===== src/design/tprs_pkg.sv =====
// Shared types, constants and control structs of the timer prescaler/reload solver.
// No dependencies; all other design files import this package.
package tprs_pkg;

  localparam int COUNT_WIDTH = 16;
  localparam int DIV_W       = 33;
  localparam int DIV_CNT_W   = $clog2(DIV_W + 1);

  localparam logic [COUNT_WIDTH-1:0] MAX_COUNT = '1;
  localparam longint unsigned        MAX_L     = (64'd1 << COUNT_WIDTH) - 64'd1;
  localparam logic [DIV_W-1:0]       SPLIT_LIMIT = DIV_W'(MAX_L * MAX_L);
  localparam logic [DIV_W-1:0]       DIV_LIMIT   = DIV_W'(32'h7FFF_FFFF);
  localparam logic [31:0]            CLOCK_RESET = 32'd170_000_000;

  localparam logic [1:0] ST_EXACT    = 2'd0;
  localparam logic [1:0] ST_INEXACT  = 2'd1;
  localparam logic [1:0] ST_MISMATCH = 2'd2;

  typedef struct packed {
    logic [31:0] req_value;
    logic        freq_mode;
  } in_item_t;

  typedef struct packed {
    logic [1:0]  status;
    logic [15:0] prescale;
    logic [15:0] reload;
    logic [31:0] real_freq;
  } out_item_t;

  typedef enum logic [1:0] {
    DSEL_FREQ,
    DSEL_SPLIT,
    DSEL_RATE
  } dsel_t;

  typedef enum logic [3:0] {
    S_IDLE,
    S_ENTRY,
    S_FDIV,
    S_CHECK,
    S_SDIV,
    S_SEARCH,
    S_MULT,
    S_RSTART,
    S_RDIV,
    S_ERR
  } ctl_state_t;

  typedef struct packed {
    logic  load;
    logic  div_start;
    dsel_t div_sel;
    logic  freq_div;
    logic  direct;
    logic  srch_init;
    logic  srch_step;
    logic  split_fin;
    logic  mult;
    logic  emit;
    logic  emit_err;
  } ctl_cmd_t;

  typedef struct packed {
    logic div_done;
    logic zero_req;
    logic fmode;
    logic div_bad;
    logic div_small;
    logic srch_done;
  } dp_stat_t;

endpackage


===== src/design/tprs_div.sv =====
// Restoring radix-2 divider, one quotient bit per cycle, DIV_W-bit operands.
// Depends on tprs_pkg.
module tprs_div
  import tprs_pkg::*;
(
  input  logic             clk,
  input  logic             rst_n,
  input  logic             start,
  input  logic [DIV_W-1:0] dividend,
  input  logic [DIV_W-1:0] divisor,
  output logic             done,
  output logic [DIV_W-1:0] quotient,
  output logic [DIV_W-1:0] remainder
);

  logic [DIV_CNT_W-1:0] cnt_r, cnt_nxt;
  logic                 done_r, done_nxt;
  logic [DIV_W-1:0]     rem_r, rem_nxt;
  logic [DIV_W-1:0]     quo_r, quo_nxt;
  logic [DIV_W-1:0]     dvs_r, dvs_nxt;
  logic [DIV_W:0]       shifted;
  logic [DIV_W+1:0]     diff;

  always_comb begin
    shifted  = {rem_r, quo_r[DIV_W-1]};
    diff     = {1'b0, shifted} - {2'b00, dvs_r};
    cnt_nxt  = cnt_r;
    done_nxt = 1'b0;
    rem_nxt  = rem_r;
    quo_nxt  = quo_r;
    dvs_nxt  = dvs_r;
    if (start) begin
      cnt_nxt = DIV_CNT_W'(DIV_W);
      rem_nxt = '0;
      quo_nxt = dividend;
      dvs_nxt = divisor;
    end else if (cnt_r != '0) begin
      cnt_nxt = cnt_r - 1'b1;
      if (!diff[DIV_W+1]) begin
        rem_nxt = diff[DIV_W-1:0];
        quo_nxt = {quo_r[DIV_W-2:0], 1'b1};
      end else begin
        rem_nxt = shifted[DIV_W-1:0];
        quo_nxt = {quo_r[DIV_W-2:0], 1'b0};
      end
      done_nxt = (cnt_r == DIV_CNT_W'(1));
    end
  end

  always_ff @(posedge clk) begin
    if (!rst_n) begin
      cnt_r  <= '0;
      done_r <= 1'b0;
    end else begin
      cnt_r  <= cnt_nxt;
      done_r <= done_nxt;
    end
    rem_r <= rem_nxt;
    quo_r <= quo_nxt;
    dvs_r <= dvs_nxt;
  end

  assign done      = done_r;
  assign quotient  = quo_r;
  assign remainder = rem_r;

endmodule


===== src/design/tprs_dpath.sv =====
// Datapath: clock register, divisor forming, incremental factor search, product
// and result register. Depends on tprs_pkg and tprs_div.
module tprs_dpath
  import tprs_pkg::*;
(
  input  logic      clk,
  input  logic      rst_n,
  input  logic      cfg_we,
  input  logic [31:0] cfg_wdata,
  input  in_item_t  in_item,
  input  ctl_cmd_t  cmd,
  output dp_stat_t  stat,
  output logic      out_strobe,
  output out_item_t out_result
);

  localparam int W = COUNT_WIDTH;

  logic [31:0]           clk_hz_r;
  logic [31:0]           req_r;
  logic                  fmode_r;
  logic [DIV_W-1:0]      d_r;
  logic [W-1:0]          c_r, q_r, best_r, bestq_r;
  logic signed [W+1:0]   r_r;
  logic [W:0]            bestrem_r;
  logic                  srch_done_r, found_r;
  logic [W-1:0]          psc_r, arr_r;
  logic [1:0]            status_r;
  logic [DIV_W-1:0]      prod_r;
  logic                  out_strobe_r;
  out_item_t             out_r;

  logic                  div_start;
  logic [DIV_W-1:0]      div_dvd, div_dvs, div_quo, div_rem;
  logic                  div_done;
  logic [DIV_W:0]        round_sum;
  logic [W-1:0]          rem_w, c0, fa, fb;
  logic [2*W+1:0]        prod_full;

  tprs_div u_div (
    .clk       (clk),
    .rst_n     (rst_n),
    .start     (div_start),
    .dividend  (div_dvd),
    .divisor   (div_dvs),
    .done      (div_done),
    .quotient  (div_quo),
    .remainder (div_rem)
  );

  always_comb begin
    c0 = W'(d_r >> W) + 1'b1;
    div_start = cmd.div_start;
    case (cmd.div_sel)
      DSEL_FREQ: begin
        div_dvd = {clk_hz_r, 1'b0};
        div_dvs = DIV_W'(req_r);
      end
      DSEL_SPLIT: begin
        div_dvd = d_r;
        div_dvs = DIV_W'(c0);
      end
      DSEL_RATE: begin
        div_dvd = DIV_W'(clk_hz_r);
        div_dvs = prod_r;
      end
      default: begin
        div_dvd = '0;
        div_dvs = DIV_W'(1);
      end
    endcase
    round_sum = {1'b0, div_quo} + 1'b1;
    rem_w     = r_r[W-1:0];
    fa        = best_r;
    fb        = bestq_r;
    prod_full = ({1'b0, psc_r} + 1'b1) * ({1'b0, arr_r} + 1'b1);
  end

  assign stat.div_done  = div_done;
  assign stat.zero_req  = fmode_r && (req_r == '0);
  assign stat.fmode     = fmode_r;
  assign stat.div_bad   = (d_r == '0) || (d_r > DIV_LIMIT) || (d_r > SPLIT_LIMIT);
  assign stat.div_small = (d_r <= DIV_W'(MAX_COUNT));
  assign stat.srch_done = srch_done_r;

  always_ff @(posedge clk) begin
    if (!rst_n) begin
      clk_hz_r     <= CLOCK_RESET;
      out_strobe_r <= 1'b0;
      srch_done_r  <= 1'b0;
    end else begin
      if (cfg_we) begin
        clk_hz_r <= cfg_wdata;
      end
      out_strobe_r <= cmd.emit || cmd.emit_err;
      if (cmd.srch_init) begin
        srch_done_r <= 1'b0;
      end else if (cmd.srch_step && !srch_done_r && !r_r[W+1] &&
                   ((rem_w == '0) || (c_r == MAX_COUNT))) begin
        srch_done_r <= 1'b1;
      end
    end

    if (cmd.load) begin
      req_r   <= in_item.req_value;
      fmode_r <= in_item.freq_mode;
      d_r     <= DIV_W'(in_item.req_value);
    end
    if (cmd.freq_div) begin
      d_r <= round_sum[DIV_W:1];
    end

    if (cmd.srch_init) begin
      c_r       <= c0;
      q_r       <= div_quo[W-1:0];
      r_r       <= $signed({2'b00, div_rem[W-1:0]});
      bestrem_r <= '1;
      best_r    <= c0;
      bestq_r   <= div_quo[W-1:0];
      found_r   <= 1'b0;
    end else if (cmd.srch_step && !srch_done_r) begin
      if (r_r[W+1]) begin
        // fold the negative remainder back, one quotient step per cycle
        r_r <= r_r + $signed({2'b00, c_r});
        q_r <= q_r - 1'b1;
      end else begin
        if ({1'b0, rem_w} < bestrem_r) begin
          bestrem_r <= {1'b0, rem_w};
          best_r    <= c_r;
          bestq_r   <= q_r;
        end
        if (rem_w == '0) begin
          found_r <= 1'b1;
        end else if (c_r != MAX_COUNT) begin
          c_r <= c_r + 1'b1;
          r_r <= r_r - $signed({2'b00, q_r});
        end
      end
    end

    if (cmd.direct) begin
      psc_r    <= '0;
      arr_r    <= d_r[W-1:0] - 1'b1;
      status_r <= ST_EXACT;
    end
    if (cmd.split_fin) begin
      if (fa > fb) begin
        psc_r <= fb - 1'b1;
        arr_r <= fa - 1'b1;
      end else begin
        psc_r <= fa - 1'b1;
        arr_r <= fb - 1'b1;
      end
      status_r <= found_r ? ST_EXACT : ST_INEXACT;
    end
    if (cmd.mult) begin
      prod_r <= DIV_W'(prod_full);
    end

    if (cmd.emit) begin
      out_r.status    <= status_r;
      out_r.prescale  <= 16'(psc_r);
      out_r.reload    <= 16'(arr_r);
      out_r.real_freq <= div_quo[31:0];
    end else if (cmd.emit_err) begin
      out_r.status    <= ST_MISMATCH;
      out_r.prescale  <= '0;
      out_r.reload    <= '0;
      out_r.real_freq <= '0;
    end
  end

  assign out_strobe = out_strobe_r;
  assign out_result = out_r;

endmodule


===== src/design/tprs_ctrl.sv =====
// Controller state machine: sequences the divides, the factor search and the
// result transfer. Depends on tprs_pkg.
module tprs_ctrl
  import tprs_pkg::*;
(
  input  logic     clk,
  input  logic     rst_n,
  input  logic     start,
  input  dp_stat_t stat,
  output logic     busy,
  output ctl_cmd_t cmd
);

  ctl_state_t state_r, state_nxt;

  always_ff @(posedge clk) begin
    if (!rst_n) begin
      state_r <= S_IDLE;
    end else begin
      state_r <= state_nxt;
    end
  end

  always_comb begin
    state_nxt = state_r;
    cmd       = '0;
    cmd.div_sel = DSEL_FREQ;
    unique case (state_r)
      S_IDLE: begin
        if (start) begin
          cmd.load  = 1'b1;
          state_nxt = S_ENTRY;
        end
      end
      S_ENTRY: begin
        if (stat.zero_req) begin
          state_nxt = S_ERR;
        end else if (stat.fmode) begin
          cmd.div_start = 1'b1;
          cmd.div_sel   = DSEL_FREQ;
          state_nxt     = S_FDIV;
        end else begin
          state_nxt = S_CHECK;
        end
      end
      S_FDIV: begin
        if (stat.div_done) begin
          cmd.freq_div = 1'b1;
          state_nxt    = S_CHECK;
        end
      end
      S_CHECK: begin
        if (stat.div_bad) begin
          state_nxt = S_ERR;
        end else if (stat.div_small) begin
          cmd.direct = 1'b1;
          state_nxt  = S_MULT;
        end else begin
          cmd.div_start = 1'b1;
          cmd.div_sel   = DSEL_SPLIT;
          state_nxt     = S_SDIV;
        end
      end
      S_SDIV: begin
        if (stat.div_done) begin
          cmd.srch_init = 1'b1;
          state_nxt     = S_SEARCH;
        end
      end
      S_SEARCH: begin
        if (stat.srch_done) begin
          cmd.split_fin = 1'b1;
          state_nxt     = S_MULT;
        end else begin
          cmd.srch_step = 1'b1;
        end
      end
      S_MULT: begin
        cmd.mult  = 1'b1;
        state_nxt = S_RSTART;
      end
      S_RSTART: begin
        cmd.div_start = 1'b1;
        cmd.div_sel   = DSEL_RATE;
        state_nxt     = S_RDIV;
      end
      S_RDIV: begin
        cmd.div_sel = DSEL_RATE;
        if (stat.div_done) begin
          cmd.emit  = 1'b1;
          state_nxt = S_IDLE;
        end
      end
      S_ERR: begin
        cmd.emit_err = 1'b1;
        state_nxt    = S_IDLE;
      end
      default: begin
        state_nxt = S_IDLE;
      end
    endcase
  end

  assign busy = (state_r != S_IDLE);

endmodule


===== src/design/timer_prescaler_reload_solver_unit.sv =====
// A small raw divisor goes from the accepting edge through the checks, the direct split, the
// product and the rate divide to the result strobe; a frequency request adds the frequency
// divide; a split adds the split divide and a search step per candidate factor and step-down.
// One item at a time: busy stays high from the accepting edge until the cycle of the result
// strobe. Synchronous active-low reset returns to idle and sets clock_hz to 170 MHz.
// Top level: ties tprs_ctrl and tprs_dpath together. Depends on tprs_pkg.
module timer_prescaler_reload_solver_unit
  import tprs_pkg::*;
(
  input  logic      clk,
  input  logic      rst_n,
  input  logic      start,
  output logic      busy,
  input  in_item_t  in_item,
  output logic      out_strobe,
  output out_item_t out_result,
  input  logic      cfg_we,
  input  logic [31:0] cfg_wdata
);

  ctl_cmd_t cmd;
  dp_stat_t stat;

  tprs_ctrl u_ctrl (
    .clk   (clk),
    .rst_n (rst_n),
    .start (start),
    .stat  (stat),
    .busy  (busy),
    .cmd   (cmd)
  );

  tprs_dpath u_dpath (
    .clk        (clk),
    .rst_n      (rst_n),
    .cfg_we     (cfg_we),
    .cfg_wdata  (cfg_wdata),
    .in_item    (in_item),
    .cmd        (cmd),
    .stat       (stat),
    .out_strobe (out_strobe),
    .out_result (out_result)
  );

endmodule


===== config.mk =====
export PLATFORM = sky130hd
export DESIGN_NAME = timer_prescaler_reload_solver_unit
export DESIGN_NICKNAME = d
export VERILOG_FILES = /design/src/design/tprs_pkg.sv /design/src/design/tprs_div.sv /design/src/design/tprs_dpath.sv /design/src/design/tprs_ctrl.sv /design/src/design/timer_prescaler_reload_solver_unit.sv
export SDC_FILE = /design/constraint.sdc
export NUM_CORES = 2
export LEC_CHECK = 0
export ABC_AREA = 1
export CAP_MARGIN = 20
export CELL_PAD_IN_SITES_DETAIL_PLACEMENT = 1
export CELL_PAD_IN_SITES_GLOBAL_PLACEMENT = 1
export CORE_MARGIN = 2
export CORE_UTILIZATION = 49
export CTS_CLUSTER_SIZE = 10
export DETAILED_ROUTE_END_ITERATION = 8
export DONT_BUFFER_PORTS = 1
export PLACE_DENSITY = 0.87
export SETUP_SLACK_MARGIN = 0.3
export SLEW_MARGIN = 40
export SYNTH_ARGS = -nofsm -noshare
export SYNTH_HDL_FRONTEND = slang
export SYNTH_SLANG_ARGS = --single-unit
export TNS_END_PERCENT = 10

===== constraint.sdc =====
create_clock -name clk -period 7.4 [get_ports clk]
set_input_delay 0.37 -clock clk [delete_from_list [all_inputs] [get_ports clk]]
set_output_delay 0.37 -clock clk [all_outputs]
set_load 0.02 [all_outputs]

==> flow_summary.toml <==
[outcome]
run_status = "finished with violations"
violations = "design-rule violations"

[routing]
post_drt_wl_per_cell_um = 25.60
via_count = 35240
antenna_left = 0
met2_wirelength_um = 69980
drc = 2
firstDrtPassIters = 9
wl_met1_um = 54060
routed_wirelength_um = 149200
drt_iter0_drc = 4074
top_layer = "met5"
met3_length_um = 13900
avgViaCountPerCell = 6.045

[global_route]
grtUsageTotal_pct = 37.55
grt_overflow_total = 0
grt_max_degree = 68
antenna_found_initial = 17
grt_pass1_vias = 36890
grt_pass1_wl_um = 217100

[timing]
setup_viol = 0
tightest_slew_ns = 0.9256
fin_tns_setup_ns = 0
report.final.slew_viol_count = 0
rsz0062_at_grt = "yes"
hold_viol = 0
post-route-worst-setup-slack_ns = 0.07848
fin_crit_sh_pct = 98.94
max-slew-margin-rel_pct = 37.64
fmaxAchievable_ghz = 0.1366
fin_skew_ns = 0.04763
post-route-min-period_ns = 7.322

[cts]
clk_latency_ns = 0.65
clkTransAtPathRegs_ns = 0.06
h-tree-depth = 2
cts_tree = "yes"
cts-buffers-inserted = 55
clock-sinks = 442
cts_buffer_depth = 3
ctsRootBufferMaster = "clkbuf_16"

[critical_path]
cp.depth = 33
r2r_end = "u_dpath.prod_r[30]"
slowest_delay_ns = 0.57
cp-end-kind = "register"
reg2reg_slack_ns = 0.08
crit_top_cell = "inv_1"
worstPathRequired_ns = 7.77
arrival_ns = 7.69
startpoint = "u_dpath.psc_r[2]"
worstRegToRegCells = 33
cp-start-kind = "register"
rr_startpoint = "u_dpath.psc_r[2]"
slowest_stage = "fa_1"
crit_end = "u_dpath.prod_r[30]"
path_max_fanout = 7
crit_type = "reg -> reg"
path_buf_inv = 12
crit_family = "adder cells"

[hold_path]
hp-start = "rst_n"
hold_path.class = "in -> reg"

[place]
post-place-ws_ns = 0.01801
place_hpwl_um = 107000
port_buffers = 0
finalWeightedCongestion = 1.019
place_area_um2 = 37430
dp_cells = 5608

[power_and_ir_drop]
pwr-share-seq_pct = 36.8
ir_worst_vdd_uv = 364.8
intPower_uw = 5924
powerDensity_nw_per_um2 = 255.6
leakagePower_uw = 0.01906
clockPowerShare_pct = 26.2
switching_share_pct = 43.16
p_switching_uw = 4497
pwr-share-comb_pct = 37.0

[yosys]
syn_area_um2 = 36250
yosysMostFrequentCell = "nand2_1"
synth.yosys.seq_area_share_pct = 33.91
synth_edf_count = 344
synth_top_family_by_area = "simple AND/OR/NAND/NOR gates"
ys.flop_type = "edfxtp_1"
synthTopCellsByCount = "nand2_1, inv_1, nor2_1"
yosys_warnings = 0
synthTopCellsByArea = "edfxtp_1, fa_1, nand2_1"
yosysTopAreaCellShare_pct = 28.50
yosysUniqueCellTypes = 48
syn_nets = 5226
syn_area_per_cell_um2 = 7.684
netlist_instances = 4717
synth_xor_area_share_pct = 3.190
synth-compound-area-share_pct = 7.732
synthSimpleGateAreaFrac_pct = 25.82
synth_adder_area_share_pct = 19.87
synth-seq-cells = 442
yosysTopAreaCell = "edfxtp_1"
synth.area.mux_share_pct = 0
synthArstFlopShare_pct = 0

[floorplanning]
core_um2 = 73080
io_pins = 137
die-width_um = 276.0
core.rowCount = 99
die_area_um2 = 76170
start_util_pct = 49.60
dieHeight_um = 276.0

[job]
maxCapViolations = 0

[finish]
utilization_pct = 55.78
final_cells = 5830
drive_above_1_share_pct = 6.273
final_area_um2 = 40760
syn2layout_area_growth_pct = 12.46
fillerInstances = 8969
fin_nets = 5326
[cells by family after synthesis]
family	after synthesis
simple gates	2284
buf+inv	894
compound gates	525
flops	442
fa+ha+maj	440
xor+xnor	132
[worst min path at each step]
stage | cells past startpoint | endpoint
floorplan | 2 | u_dpath.bestrem_r[10]
global placement | 2 | u_dpath.bestrem_r[13]
detailed placement | 2 | u_dpath.bestrem_r[4]
CTS | 2 | u_dpath.clk_hz_r[11]
global route | 2 | u_dpath.clk_hz_r[11]
finish | 2 | u_dpath.clk_hz_r[11]
[layout make-up]
| class | instances | area, um^2 | share of cell area, % |
|---|---|---|---|
| diodes | 9 | 22.52 | 0.05525 |
| multi-input cells | 3381 | 21010 | 51.55 |
| repair inverters | 1 | 5.005 | 0.01228 |
| clock inverters | 14 | 191.4 | 0.4696 |
| flip-flops and latches | 442 | 12290 | 30.15 |
| repair buffers | 170 | 1565 | 3.840 |
| inverters | 766 | 2914 | 7.149 |
| clock buffers | 88 | 1562 | 3.831 |
| well taps | 959 | 1200 | 2.944 |
[layer usage]
layer | vias up | GRT usage (%)
li1 | 15290 | -
met3 | 648 | 7.127
met2 | 2080 | 63.03
met5 | - | 0
met4 | 8 | 22.30
met1 | 17220 | 44.89
[state kept, by name, summed over array words and instances, names as in the netlist, 18 cells and up]
signal	cells
u_dpath.u_div.quotient	33
u_dpath.r_r	18
u_dpath.u_div.remainder	33
u_dpath.d_r	33
u_dpath.clk_hz_r	32
u_dpath.u_div.dvs_r	33
u_dpath.req_r	32
u_dpath.out_result	66
u_dpath.prod_r	33
[stage by stage]
step,hold slack (ns),power [uW]
5_1_grt,0.02606,10890
3_5_place_dp,0.4433,7405
2_1_floorplan,0.4289,6108
3_3_place_gp,0.4368,7206
6_report,0.009161,10420
4_1_cts,0.003864,10190
[layout by cell type, fill, tap and decap left out, types with 6 or more instances in the layout]
| master | netlist | routed |
|---|---|---|
| nand2_1 | 1177 | 1156 |
| inv_1 | 753 | 739 |
| nor2_1 | 625 | 606 |
| edfxtp_1 | 344 | 344 |
| nand3_1 | 295 | 286 |
| o21ai_0 | 276 | 257 |
| fa_1 | 226 | 220 |
| ha_1 | 214 | 201 |
| a21oi_1 | 164 | 156 |
| xor2_1 | 105 | 105 |
| dfxtp_1 | 98 | 98 |
| buf_4 | 8 | 82 |
| dlygate4sd3_1 | 0 | 75 |
| nand4_1 | 62 | 62 |
| nor3_1 | 66 | 60 |
| clkbuf_16 | 0 | 56 |
| clkbuf_1 | 85 | 28 |
| xnor2_1 | 27 | 27 |
| o21ai_1 | 11 | 26 |
| a31oi_1 | 22 | 22 |
| nand2_2 | 2 | 20 |
| nor2_2 | 6 | 16 |
| nor4_1 | 16 | 14 |
| inv_2 | 5 | 11 |
| or2_2 | 11 | 11 |
| nor2_4 | 1 | 10 |
| a21o_1 | 10 | 10 |
| o211ai_1 | 10 | 10 |
| diode_2 | 0 | 9 |
| nand3_2 | 1 | 9 |
| ha_4 | 0 | 9 |
| clkinvlp_4 | 0 | 8 |
| a21oi_2 | 0 | 8 |
| nand3b_1 | 8 | 8 |
| clkinv_1 | 8 | 7 |
| o2111ai_1 | 7 | 7 |
| nor3_2 | 1 | 6 |
| fa_2 | 0 | 6 |
[power groups by stage]
stage | sequential, uW | clock, uW | combinational (uW)
2_1_floorplan | 3550 | 0 | 2560
3_3_place_gp | 3800 | 0 | 3400
3_5_place_dp | 3820 | 0 | 3580
4_1_cts | 3780 | 2710 | 3690
5_1_grt | 3840 | 2830 | 4220
6_report | 3840 | 2730 | 3860
[worst register-to-register path: cells and delay by family, from the launching register on]
family | cells | cell delay, ns
AO/OA/AOI/OAI | 2 | 0.41
buffers and inverters | 12 | 1.18
adder cells (fa/ha/maj) | 7 | 3.40
AND/OR/NAND/NOR | 12 | 1.66
flip-flops | 1 | 0.42
[repair_timing]
action                                  CTS  global route
gates cloned                              0             2
endpoints found under the setup margin   11            19
pin swaps                                10            49
hold buffers                             77             0
resized for setup                        23           111
setup buffers                             8            22
hold endpoints to repair                105             0
No activity file was read; power rests on OpenSTA's default activity.
